===== src/hdl/arc_pkg.sv =====
// Package for the adaptive replacement cache unit: request and response
// structs, sizing constants, list codes and sequencer states.
// Used by arc_cache_replacement_unit; depends on nothing.
package arc_pkg;

	localparam int ENTRIES  = 16;
	localparam int KEY_BITS = 32;
	localparam int KEY_W    = (KEY_BITS < 32) ? KEY_BITS : 32;
	localparam int IW       = $clog2(ENTRIES);
	localparam int PW       = 5;
	localparam logic [PW-1:0] NIL = 5'd31;
	localparam int EVENT_LIMIT = 32;
	localparam logic [15:0] CAP_RESET = 16'd64;
	localparam int DIV_STEPS = 17;

	localparam logic [1:0] CMD_LOOKUP = 2'd0;
	localparam logic [1:0] CMD_PEEK   = 2'd1;
	localparam logic [1:0] CMD_REMOVE = 2'd2;
	localparam logic [1:0] CMD_CLEAR  = 2'd3;

	localparam logic [1:0] LST_RECENT   = 2'd0;
	localparam logic [1:0] LST_FREQUENT = 2'd1;
	localparam logic [1:0] LST_RGHOST   = 2'd2;
	localparam logic [1:0] LST_FGHOST   = 2'd3;

	localparam logic [2:0] ST_FREE   = 3'd0;
	localparam logic [2:0] ST_RECENT = 3'd1;
	localparam logic [2:0] ST_FREQ   = 3'd2;
	localparam logic [2:0] ST_RGHOST = 3'd3;

	localparam logic [1:0] RES_FINAL   = 2'd0;
	localparam logic [1:0] RES_EVICT   = 2'd1;
	localparam logic [1:0] RES_DESTROY = 2'd2;

	typedef struct packed {
		logic [1:0]  cmd;
		logic [31:0] key;
		logic [7:0]  item_size;
	} req_t;

	typedef struct packed {
		logic [1:0]  event_res;
		logic [31:0] event_key;
		logic        found;
		logic        is_new;
		logic        resident;
		logic        refused;
		logic [16:0] total_size;
		logic [15:0] target_now;
		logic        last;
	} rsp_t;

	typedef enum logic [3:0] {
		S_IDLE, S_SEARCH, S_DISPATCH, S_CLEAR, S_REMOVE, S_DIV, S_ADAPT,
		S_UNLINK_HIT, S_BAL1, S_BAL1_PUSH, S_BAL2, S_WRITE, S_PUSH, S_FINAL
	} state_t;

	function automatic logic [1:0] clear_list(input logic [1:0] step);
		case (step)
			2'd0:    clear_list = LST_RGHOST;
			2'd1:    clear_list = LST_RECENT;
			2'd2:    clear_list = LST_FREQUENT;
			default: clear_list = LST_FGHOST;
		endcase
	endfunction

endpackage


===== src/hdl/arc_cache_replacement_unit.sv =====
// Top level of the adaptive replacement cache unit: sequencer, entry table,
// list links, shared restoring divider and the configuration port.
// Depends on arc_pkg.
// A ghost hit runs the divider and the target update before the entry is relinked.
// One request is taken at a time; a stalled response holds the sequencer. Reset
// empties all lists at once and sets the target to half the reset capacity.
module arc_cache_replacement_unit (
	input  logic              clk,
	input  logic              arst_n,
	input  logic              req_valid,
	output logic              req_stall,
	input  arc_pkg::req_t     req,
	output logic              rsp_valid,
	input  logic              rsp_stall,
	output arc_pkg::rsp_t     rsp,
	input  logic              psel,
	input  logic              penable,
	input  logic              pwrite,
	input  logic [2:0]        paddr,
	input  logic [31:0]       pwdata,
	output logic [31:0]       prdata,
	output logic              pready
);
	import arc_pkg::*;

	state_t state_q, state_d;

	logic [15:0]      cap_q;
	logic [15:0]      target_q;
	logic [1:0]       cmd_q;
	logic [KEY_W-1:0] key_q;
	logic [7:0]       isz_q;
	logic [PW-1:0]    idx_q;
	logic [PW-1:0]    hit_q;
	logic [PW-1:0]    free_q;
	logic [IW-1:0]    tgt_q;
	logic [IW-1:0]    t_q;
	logic [1:0]       pl_q;
	logic [1:0]       hl_q;
	logic [7:0]       bsz_q;
	logic             bal_first_q;
	logic             ghost_rg_q;
	logic [1:0]       clr_q;
	logic [5:0]       cnt_q;
	logic             found_q, is_new_q, resident_q, refused_q;
	logic [16:0]      num_q, den_q, rem_q, quo_q;
	logic [4:0]       div_cnt_q;
	logic             rsp_valid_q;
	rsp_t             rsp_q;

	logic [KEY_W-1:0] ekey_q  [ENTRIES];
	logic [7:0]       esize_q [ENTRIES];
	logic [2:0]       elist_q [ENTRIES];
	logic [PW-1:0]    prev_q  [ENTRIES];
	logic [PW-1:0]    next_q  [ENTRIES];
	logic [PW-1:0]    head_q  [4];
	logic [PW-1:0]    tail_q  [4];
	logic [16:0]      lsize_q [4];

	logic          do_ul, do_pu, emit_ev, emit_fin, slot_free;
	logic [IW-1:0] ul_i, pu_i;
	logic [1:0]    pu_l, ev_res;
	logic [IW-1:0] ev_i;
	logic [PW-1:0] ul_p, ul_n, pu_h;
	logic [1:0]    ul_l;
	logic [17:0]   res_sum;
	logic [17:0]   div_sh;
	logic          div_ge;
	logic [1:0]    clr_l;

	assign slot_free = !rsp_valid_q || !rsp_stall;
	assign req_stall = (state_q != S_IDLE);
	assign rsp_valid = rsp_valid_q;
	assign rsp       = rsp_q;
	assign pready    = 1'b1;
	assign prdata    = (paddr[2] == 1'b0) ? {16'd0, cap_q} : 32'd0;

	assign ul_p    = prev_q[ul_i];
	assign ul_n    = next_q[ul_i];
	assign ul_l    = 2'(elist_q[ul_i] - 3'd1);
	assign pu_h    = head_q[pu_l];
	assign res_sum = 18'(lsize_q[LST_RECENT]) + 18'(lsize_q[LST_FREQUENT]) + 18'(bsz_q);
	assign div_sh  = {rem_q, num_q[16]};
	assign div_ge  = (div_sh >= {1'b0, den_q});
	assign clr_l   = clear_list(clr_q);

	always_ff @(posedge clk or negedge arst_n) begin
		if (!arst_n) begin
			state_q <= S_IDLE;
		end else begin
			state_q <= state_d;
		end
	end

	always_comb begin
		logic [PW-1:0] tl;
		state_d  = state_q;
		do_ul    = 1'b0;
		do_pu    = 1'b0;
		ul_i     = tgt_q;
		pu_i     = tgt_q;
		pu_l     = hl_q;
		emit_ev  = 1'b0;
		emit_fin = 1'b0;
		ev_res   = RES_DESTROY;
		ev_i     = tgt_q;
		tl       = NIL;
		case (state_q)
			S_IDLE: begin
				if (req_valid) state_d = S_SEARCH;
			end
			S_SEARCH: begin
				if (idx_q == PW'(ENTRIES - 1)) state_d = S_DISPATCH;
			end
			S_DISPATCH: begin
				if (cmd_q == CMD_CLEAR) begin
					state_d = S_CLEAR;
				end else if (cmd_q == CMD_REMOVE) begin
					state_d = (hit_q < PW'(ENTRIES)) ? S_REMOVE : S_FINAL;
				end else if (hit_q < PW'(ENTRIES)) begin
					if (elist_q[hit_q[IW-1:0]] == ST_RECENT ||
					    elist_q[hit_q[IW-1:0]] == ST_FREQ) begin
						state_d = S_UNLINK_HIT;
					end else begin
						state_d = S_DIV;
					end
				end else if (cmd_q == CMD_LOOKUP && free_q < PW'(ENTRIES)) begin
					state_d = S_BAL1;
				end else begin
					state_d = S_FINAL;
				end
			end
			S_CLEAR: begin
				tl = head_q[clr_l];
				if (tl < PW'(ENTRIES)) begin
					if (slot_free) begin
						do_ul   = 1'b1;
						ul_i    = tl[IW-1:0];
						emit_ev = 1'b1;
						ev_i    = tl[IW-1:0];
					end
				end else if (clr_q == 2'd3) begin
					state_d = S_FINAL;
				end
			end
			S_REMOVE: begin
				if (slot_free) begin
					do_ul   = 1'b1;
					emit_ev = 1'b1;
					state_d = S_FINAL;
				end
			end
			S_DIV: begin
				if (div_cnt_q == 5'(DIV_STEPS - 1)) state_d = S_ADAPT;
			end
			S_ADAPT: begin
				state_d = S_UNLINK_HIT;
			end
			S_UNLINK_HIT: begin
				do_ul   = 1'b1;
				state_d = S_BAL1;
			end
			S_BAL1: begin
				state_d = S_BAL2;
				if (res_sum > 18'(cap_q)) begin
					if (lsize_q[LST_RECENT] > 17'(target_q) &&
					    tail_q[LST_RECENT] < PW'(ENTRIES)) begin
						do_ul   = 1'b1;
						ul_i    = tail_q[LST_RECENT][IW-1:0];
						state_d = S_BAL1_PUSH;
					end else if (lsize_q[LST_FREQUENT] != 17'd0 &&
					             tail_q[LST_FREQUENT] < PW'(ENTRIES)) begin
						do_ul   = 1'b1;
						ul_i    = tail_q[LST_FREQUENT][IW-1:0];
						state_d = S_BAL1_PUSH;
					end
				end
			end
			S_BAL1_PUSH: begin
				if (slot_free) begin
					do_pu   = 1'b1;
					pu_i    = t_q;
					pu_l    = pl_q;
					emit_ev = 1'b1;
					ev_res  = RES_EVICT;
					ev_i    = t_q;
					state_d = S_BAL1;
				end
			end
			S_BAL2: begin
				if (18'(lsize_q[LST_RGHOST]) + 18'(lsize_q[LST_FGHOST]) > 18'(cap_q) &&
				    ((lsize_q[LST_FGHOST] > 17'(target_q) &&
				      tail_q[LST_FGHOST] < PW'(ENTRIES)) ||
				     (lsize_q[LST_RGHOST] != 17'd0 &&
				      tail_q[LST_RGHOST] < PW'(ENTRIES)))) begin
					if (lsize_q[LST_FGHOST] > 17'(target_q) &&
					    tail_q[LST_FGHOST] < PW'(ENTRIES)) begin
						tl = tail_q[LST_FGHOST];
					end else begin
						tl = tail_q[LST_RGHOST];
					end
					if (slot_free) begin
						do_ul   = 1'b1;
						ul_i    = tl[IW-1:0];
						emit_ev = 1'b1;
						ev_i    = tl[IW-1:0];
					end
				end else begin
					state_d = bal_first_q ? S_WRITE : S_PUSH;
				end
			end
			S_WRITE: begin
				state_d = S_BAL1;
			end
			S_PUSH: begin
				do_pu   = 1'b1;
				state_d = S_FINAL;
			end
			S_FINAL: begin
				if (slot_free) begin
					emit_fin = 1'b1;
					state_d  = S_IDLE;
				end
			end
			default: begin
				state_d = S_IDLE;
			end
		endcase
	end

	// Control registers of the sequencer and the configuration register.
	always_ff @(posedge clk or negedge arst_n) begin
		logic [16:0] q1;
		logic [17:0] up;
		if (!arst_n) begin
			cap_q       <= CAP_RESET;
			target_q    <= CAP_RESET >> 1;
			rsp_valid_q <= 1'b0;
			idx_q       <= '0;
			hit_q       <= NIL;
			free_q      <= NIL;
			clr_q       <= '0;
			cnt_q       <= '0;
			div_cnt_q   <= '0;
			bal_first_q <= 1'b0;
			found_q     <= 1'b0;
			is_new_q    <= 1'b0;
			resident_q  <= 1'b0;
			refused_q   <= 1'b0;
		end else begin
			if (psel && penable && pwrite && paddr[2] == 1'b0) cap_q <= pwdata[15:0];
			case (state_q)
				S_IDLE: begin
					idx_q       <= '0;
					hit_q       <= NIL;
					free_q      <= NIL;
					clr_q       <= '0;
					cnt_q       <= '0;
					div_cnt_q   <= '0;
					found_q     <= 1'b0;
					is_new_q    <= 1'b0;
					resident_q  <= 1'b0;
					refused_q   <= 1'b0;
					bal_first_q <= 1'b0;
				end
				S_SEARCH: begin
					idx_q <= idx_q + PW'(1);
					if (hit_q == NIL && elist_q[idx_q[IW-1:0]] != ST_FREE &&
					    ekey_q[idx_q[IW-1:0]] == key_q) hit_q <= idx_q;
					if (free_q == NIL && elist_q[idx_q[IW-1:0]] == ST_FREE)
						free_q <= idx_q;
				end
				S_DISPATCH: begin
					if (cmd_q != CMD_CLEAR && hit_q < PW'(ENTRIES)) found_q <= 1'b1;
					if ((cmd_q == CMD_LOOKUP || cmd_q == CMD_PEEK) &&
					    hit_q < PW'(ENTRIES)) resident_q <= 1'b1;
					if (cmd_q == CMD_LOOKUP && hit_q >= PW'(ENTRIES)) begin
						if (free_q < PW'(ENTRIES)) begin
							bal_first_q <= 1'b1;
							is_new_q    <= 1'b1;
							resident_q  <= 1'b1;
						end else begin
							refused_q <= 1'b1;
						end
					end
				end
				S_CLEAR: begin
					if (head_q[clr_l] >= PW'(ENTRIES) && clr_q != 2'd3)
						clr_q <= clr_q + 2'd1;
				end
				S_DIV: begin
					div_cnt_q <= div_cnt_q + 5'd1;
				end
				S_ADAPT: begin
					q1 = (den_q == 17'd0 || quo_q == 17'd0) ? 17'd1 : quo_q;
					up = 18'(q1) + 18'(target_q);
					if (ghost_rg_q) begin
						target_q <= (up > 18'(cap_q)) ? cap_q : up[15:0];
					end else begin
						target_q <= (q1 > 17'(target_q)) ? 16'd0 :
						            16'(17'(target_q) - q1);
					end
				end
				S_BAL2: begin
					if (state_d == S_WRITE) bal_first_q <= 1'b0;
				end
				default: begin
				end
			endcase
			if (emit_ev && cnt_q < 6'(EVENT_LIMIT)) cnt_q <= cnt_q + 6'd1;
			if ((emit_ev && cnt_q < 6'(EVENT_LIMIT)) || emit_fin) begin
				rsp_valid_q <= 1'b1;
			end else if (rsp_valid_q && !rsp_stall) begin
				rsp_valid_q <= 1'b0;
			end
		end
	end

	// Request fields, divider and response payload.
	always_ff @(posedge clk) begin
		rsp_t rsp_n;
		if (state_q == S_IDLE && req_valid) begin
			cmd_q <= req.cmd;
			key_q <= req.key[KEY_W-1:0];
			isz_q <= req.item_size;
		end
		case (state_q)
			S_DISPATCH: begin
				tgt_q      <= (hit_q < PW'(ENTRIES)) ? hit_q[IW-1:0] : free_q[IW-1:0];
				hl_q       <= (hit_q < PW'(ENTRIES)) ? LST_FREQUENT : LST_RECENT;
				ghost_rg_q <= (elist_q[hit_q[IW-1:0]] == ST_RGHOST);
				bsz_q      <= '0;
				rem_q      <= '0;
				quo_q      <= '0;
				if (elist_q[hit_q[IW-1:0]] == ST_RGHOST) begin
					num_q <= lsize_q[LST_FGHOST];
					den_q <= lsize_q[LST_RGHOST];
				end else begin
					num_q <= lsize_q[LST_RGHOST];
					den_q <= lsize_q[LST_FGHOST];
				end
			end
			S_DIV: begin
				rem_q <= div_ge ? 17'(div_sh - {1'b0, den_q}) : div_sh[16:0];
				quo_q <= {quo_q[15:0], div_ge};
				num_q <= {num_q[15:0], 1'b0};
			end
			S_ADAPT: begin
				bsz_q <= esize_q[tgt_q];
			end
			S_BAL1: begin
				t_q  <= ul_i;
				pl_q <= (lsize_q[LST_RECENT] > 17'(target_q) &&
				         tail_q[LST_RECENT] < PW'(ENTRIES)) ? LST_RGHOST : LST_FGHOST;
			end
			S_WRITE: begin
				bsz_q <= isz_q;
			end
			default: begin
			end
		endcase
		rsp_n = '0;
		if (emit_ev && cnt_q < 6'(EVENT_LIMIT)) begin
			rsp_n.event_res = ev_res;
			rsp_n.event_key = 32'(ekey_q[ev_i]);
			rsp_q <= rsp_n;
		end else if (emit_fin) begin
			rsp_n.event_res  = RES_FINAL;
			rsp_n.found      = found_q;
			rsp_n.is_new     = is_new_q;
			rsp_n.resident   = resident_q;
			rsp_n.refused    = refused_q;
			rsp_n.total_size = lsize_q[0] + lsize_q[1] + lsize_q[2] + lsize_q[3];
			rsp_n.target_now = target_q;
			rsp_n.last       = 1'b1;
			rsp_q <= rsp_n;
		end
	end

	// Entry payload and list links.
	always_ff @(posedge clk) begin
		if (state_q == S_WRITE) begin
			ekey_q[tgt_q]  <= key_q;
			esize_q[tgt_q] <= isz_q;
		end
		if (do_ul) begin
			if (ul_p < PW'(ENTRIES)) next_q[ul_p[IW-1:0]] <= ul_n;
			if (ul_n < PW'(ENTRIES)) prev_q[ul_n[IW-1:0]] <= ul_p;
		end
		if (do_pu) begin
			prev_q[pu_i] <= NIL;
			next_q[pu_i] <= pu_h;
			if (pu_h < PW'(ENTRIES)) prev_q[pu_h[IW-1:0]] <= PW'(pu_i);
		end
	end

	// List membership, heads, tails and size totals.
	always_ff @(posedge clk or negedge arst_n) begin
		if (!arst_n) begin
			for (int e = 0; e < ENTRIES; e++) elist_q[e] <= ST_FREE;
			for (int l = 0; l < 4; l++) begin
				head_q[l]  <= NIL;
				tail_q[l]  <= NIL;
				lsize_q[l] <= '0;
			end
		end else begin
			if (do_ul) begin
				if (ul_p >= PW'(ENTRIES)) head_q[ul_l] <= ul_n;
				if (ul_n >= PW'(ENTRIES)) tail_q[ul_l] <= ul_p;
				lsize_q[ul_l] <= lsize_q[ul_l] - 17'(esize_q[ul_i]);
				elist_q[ul_i] <= ST_FREE;
			end
			if (do_pu) begin
				head_q[pu_l] <= PW'(pu_i);
				if (pu_h >= PW'(ENTRIES)) tail_q[pu_l] <= PW'(pu_i);
				lsize_q[pu_l] <= lsize_q[pu_l] + 17'(esize_q[pu_i]);
				elist_q[pu_i] <= 3'(pu_l) + 3'd1;
			end
		end
	end

endmodule


===== config.mk =====
export PLATFORM = sky130hd
export DESIGN_NAME = arc_cache_replacement_unit
export DESIGN_NICKNAME = d
export VERILOG_FILES = /design/src/hdl/arc_pkg.sv /design/src/hdl/arc_cache_replacement_unit.sv
export SDC_FILE = /design/constraint.sdc
export NUM_CORES = 2
export LEC_CHECK = 0
export BUFFER_PORTS_ARGS = -buffer_cell sky130_fd_sc_hd__buf_2
export CAP_MARGIN = 20
export CORE_MARGIN = 2
export CORE_UTILIZATION = 57
export DETAILED_ROUTE_END_ITERATION = 16
export PLACE_DENSITY_LB_ADDON = 0.08
export SLEW_MARGIN = 20
export SYNTH_ARGS = -nofsm -noshare
export SYNTH_HDL_FRONTEND = slang
export SYNTH_SLANG_ARGS = --single-unit

===== constraint.sdc =====
create_clock -name clk -period 10.7 [get_ports clk]
set_input_delay 1.605 -clock clk [delete_from_list [all_inputs] [get_ports clk]]
set_output_delay 1.605 -clock clk [all_outputs]
set_load 0.02 [all_outputs]

==> results by stage <==
Run status:
- The flow ran to the end, and the final reports show no timing, DRC or antenna violations.

Synth:
- The count of flip-flops with a built-in enable after synthesis is 947.
- In the synthesized netlist, the number of instances is 5752.
- In this run, synthesis produced a sequential element count of 1231.
- The number of library cell types mapped by synthesis is 100.
- After synthesis, flip-flops and latches occupy 51.7% of the total area.
- The number of warnings reported in the yosys synthesis log is 0.
- The mapped netlist covers 68300 um2.
- A synthesized cell averages 11.9 um2.
- The proportion of register bits with asynchronous set or reset after synthesis is 18.4%.
- The most instantiated flip-flop cell in the synthesis netlist is sky130_fd_sc_hd__edfxtp_1.

Clock network:
- Counting along the longest clock path gives a buffer depth of 3.
- The root buffer cell is sky130_fd_sc_hd__clkbuf_16.
- The number of CTS-inserted buffers is 136.
- The clock transition time at the flip-flop clock pins of the worst setup and hold paths is 60 ps.
- The clock drives 1231 sinks.
- The number of hold buffers added after CTS was 0.
- The insertion delay of the later-clocked pin in the worst-skew pair is 770 ps.
- TritonCTS built the clock tree.
- The H-tree depth reported by CTS is 4.

Global routing:
- Global routing used 32.7% of the available tracks across all layers.
- The total overflow left after global routing is 0.
- The number of antenna violations at the first check in global routing was 0.
- The via count of the first global-routing pass was 47531.
- For this run, global-route usage on met3 was measured as 5.07%.
- The most used routing layer in global routing is met2.
- The wire length of the first global-routing pass is 299 mm.
- The met1 track demand over resource in global routing is 44.4%.
- The maximum number of pins on one net before global-route repair is 202.
- The met2 track demand over resource is 52.8%.

Finish:
- The area growth from synthesis to layout is 10.8%.
- At the end of the flow the core is filled with cells to 63.9%.
- The combined flip-flop and latch cell area is 35300 um2.
- The design area is 75700 um2.
- The net count reported at finish is 6182.
- The area of combinational cells with multiple inputs is 31100 um2.
- The most common library cell in the layout ignoring fill and taps is sky130_fd_sc_hd__edfxtp_1.
- The fraction of layout cells with a size suffix above 1 is 16.8%.
- In the layout the commonest cells are 947 x sky130_fd_sc_hd__edfxtp_1, 746 x sky130_fd_sc_hd__nand2_1, 307 x sky130_fd_sc_hd__nor2_1.
- The layout has 9062 filler cells.

STA:
- Measured against its own limit, the worst slew margin works out to 28.8%.
- Setup repair after global routing left no endpoint under its margin.
- The worst path needs 10200 ps of the cycle, external delays included.
- Final hold analysis gives a worst-case slack of 445 ps.
- Based on the critical path, the design can be clocked at up to 0.0980 GHz.
- After layout, the worst path uses 95.4% of the clock period.
- At the pin with the least slew margin, the transition time is 1060 ps.
- The final-report max-slew violation count was 0.
- The final sum of negative setup slack is 0 ps.
- The setup-violating endpoint count in the final report is 0.
- The final worst clock skew is 33.1 ps.
- The number of endpoints with negative hold slack in the final report was 0.

Setup path:
- By startpoint and endpoint, the worst setup path is classified as register to register.
- STA puts the critical path data arrival time at 10800 ps.
- Among all stages on the critical path, the largest delay is contributed by sky130_fd_sc_hd__a2111oi_4.
- The cell with the most instances on the worst path is sky130_fd_sc_hd__a21oi_1.
- STA classifies the critical path startpoint as a register.
- The required arrival time at the worst endpoint is 11300 ps.
- The critical path endpoint category is a register.
- In this run the register-to-register setup slack is 500 ps.
- The capturing element of the worst setup path is lsize_q[50]$_DFF_PN0_.
- In this run the critical register-to-register path is captured at lsize_q[50]$_DFF_PN0_.
- Of all nets on the critical path, the largest fanout is 19.
- For this run, the slowest stage of the critical path takes 760 ps.
- The worst register-to-register path begins at lsize_q[1]$_DFF_PN0_.
- The worst register-to-register path has a depth of 44.
- Tracing the worst setup path back leads to its startpoint at lsize_q[1]$_DFF_PN0_.

Placed design:
- In this run the cell area measured after placement is 71000 um2.
- The weighted congestion at the end of routability-driven global placement is 0.971.
- The HPWL reported at the end of detailed placement is 127 mm.
- Buffers placed on the I/O ports in this run total 155.

Power and ir drop:
- The total leakage power is 28.1 nW.
- The power density over cell area is 329 nW/um2.
- The worst IR drop on VDD is 0.281 mV.

Drt:
- The overall via count from detail_route is 49391.
- Using the TritonRoute via totals, the vias-per-cell ratio works out to 6.56.
- The first TritonRoute pass finished after 6 iterations.
- The starting DRC count in detailed routing is 5251.
- In the final routed layout, each cell accounts on average for 26.7 um.
- The final antenna-violating net count is 0.
- For this run, design rule violations remaining after detail routing come to 0.
- Summed over all layers, the routed wires come to 201 mm.

Floorplanning:
- The vertical die dimension is 350 um.
- 191 I/O pins were placed.
- The horizontal extent of the die is 350 um.
- The area of the placeable core is 118000 um2.
- The die covers 123000 um2.
- The effective utilization at floorplan is 57.7%.
- The number of rows created at floorplan is 126.

Run:
- The count of maximum capacitance violations is 0.

Hold path:
- The type of the most critical hold path is register to register.
==> cells in the mapped netlist, types with 74 or more instances <==
master / count / area share, %
sky130_fd_sc_hd__edfxtp_1: 947 / 42
sky130_fd_sc_hd__nand2_1: 752 / 4.1
sky130_fd_sc_hd__nor2_1: 322 / 1.8
sky130_fd_sc_hd__clkbuf_1: 280 / 1.5
sky130_fd_sc_hd__a21oi_1: 278 / 2.0
sky130_fd_sc_hd__mux4_2: 265 / 8.7
sky130_fd_sc_hd__mux2i_1: 257 / 3.8
sky130_fd_sc_hd__a211oi_1: 245 / 2.7
sky130_fd_sc_hd__ha_1: 231 / 4.2
sky130_fd_sc_hd__o21ai_0: 212 / 1.6
sky130_fd_sc_hd__dfrtp_1: 174 / 6.4
sky130_fd_sc_hd__inv_1: 173 / 0.95
sky130_fd_sc_hd__and2_1: 149 / 1.4
sky130_fd_sc_hd__a31oi_1: 117 / 1.1
sky130_fd_sc_hd__xnor2_1: 94 / 1.2
sky130_fd_sc_hd__nand3_1: 90 / 0.66
sky130_fd_sc_hd__mux2_2: 84 / 1.4
sky130_fd_sc_hd__o22ai_1: 82 / 0.75
sky130_fd_sc_hd__nor3_1: 74 / 0.54
==> timing repair <==
| action | 4_1_cts | 5_1_grt |
|---|---|---|
| gates resized for setup | 0 | 4 |
| buffers inserted | 0 | 2 |
| setup endpoints to repair | 0 | 24 |
==> worst max-delay path, delay by kind of cell, from the launching register on <==
| kind | cells | cell delay, ps |
|---|---|---|
| AOI/OAI and AO/OA | 19 | 3850 |
| xor gates and xnor gates | 2 | 370 |
| adders and majority gates | 5 | 1650 |
| buffers and inverters | 5 | 700 |
| DFF | 1 | 530 |
| muxes | 4 | 1480 |
| and+or+nand+nor | 9 | 1430 |
==> cell type report <==
| class | count | share of cell area (%) |
|---|---|---|
| clock inverter | 78 | 1.32 |
| sequential | 1231 | 46.7 |
| multi-input combinational | 3978 | 41.0 |
| tap | 1600 | 2.65 |
| clock buffer | 169 | 4.85 |
| timing repair buffer | 298 | 2.57 |
| antenna | 1 | 0.00331 |
| inverter | 175 | 0.868 |
==> cell families (layout without fill, tap and decap cells) <==
logic type      Yosys count  after routing  share of synthesized area, %
fa+ha+maj               278            278                          5.61
compound gates         1292           1292                          12.6
xor+xnor                134            134                          1.73
buf+inv                 558            720                          3.34
flops                  1231           1231                          51.7
mux                     607            607                          13.9
simple gates           1650           1650                          11.0
other cells               2             18                        0.0110
==> worst min path at each step <==
| stage | to | start | slack [ps] | cells after the start |
|---|---|---|---|---|
| 3_3_place_gp | rsp[33]$_SDFFE_PP0P_ | rsp[33]$_SDFFE_PP0P_ | 440 | 2 |
| 5_1_grt | rsp[4]$_SDFFE_PP0P_ | rsp[4]$_SDFFE_PP0P_ | 470 | 2 |
| 4_1_cts | rsp[30]$_SDFFE_PP0P_ | rsp[30]$_SDFFE_PP0P_ | 450 | 2 |
| 3_5_place_dp | rsp[10]$_SDFFE_PP0P_ | rsp[10]$_SDFFE_PP0P_ | 440 | 2 |
| 6_report | rsp[30]$_SDFFE_PP0P_ | rsp[30]$_SDFFE_PP0P_ | 440 | 2 |
| 2_1_floorplan | prev_q[12][4]$_SDFFE_PP0P_ | prev_q[12][4]$_SDFFE_PP0P_ | 430 | 2 |
==> registers in the layout, summed over array words and instances, names as in the netlist, 17 cells and up, named ones only <==
name	count
ekey_q	512
quo_q	17
tail_q	20
rsp	72
num_q	17
key_q	32
next_q	80
prev_q	80
elist_q	48
den_q	17
lsize_q	68
rem_q	17
esize_q	128
head_q	20
==> metrics by stage <==
stage	power (mW)	setup WS [ps]	cells
6_report	24.9	496	7530
5_1_grt	26.3	2.41	7529
4_1_cts	24.7	357	7527
3_5_place_dp	19.8	360	7280
3_3_place_gp	19.6	433	7280
2_1_floorplan	15.8	588	5767
==> report_power, final <==
group	total [mW]	switching, mW	internal, mW
combinational	13.2	8.10	5.09
sequential	6.84	0.758	6.09
clock	4.90	2.01	2.90
==> layer usage <==
metal  vias up  routed length [um]
met2      2520               94900
li1      21942                   -
met4         0                8780
met5         -                   0
met3       480               17800
met1     24449               79800
(Power assumes the default switching activity.)
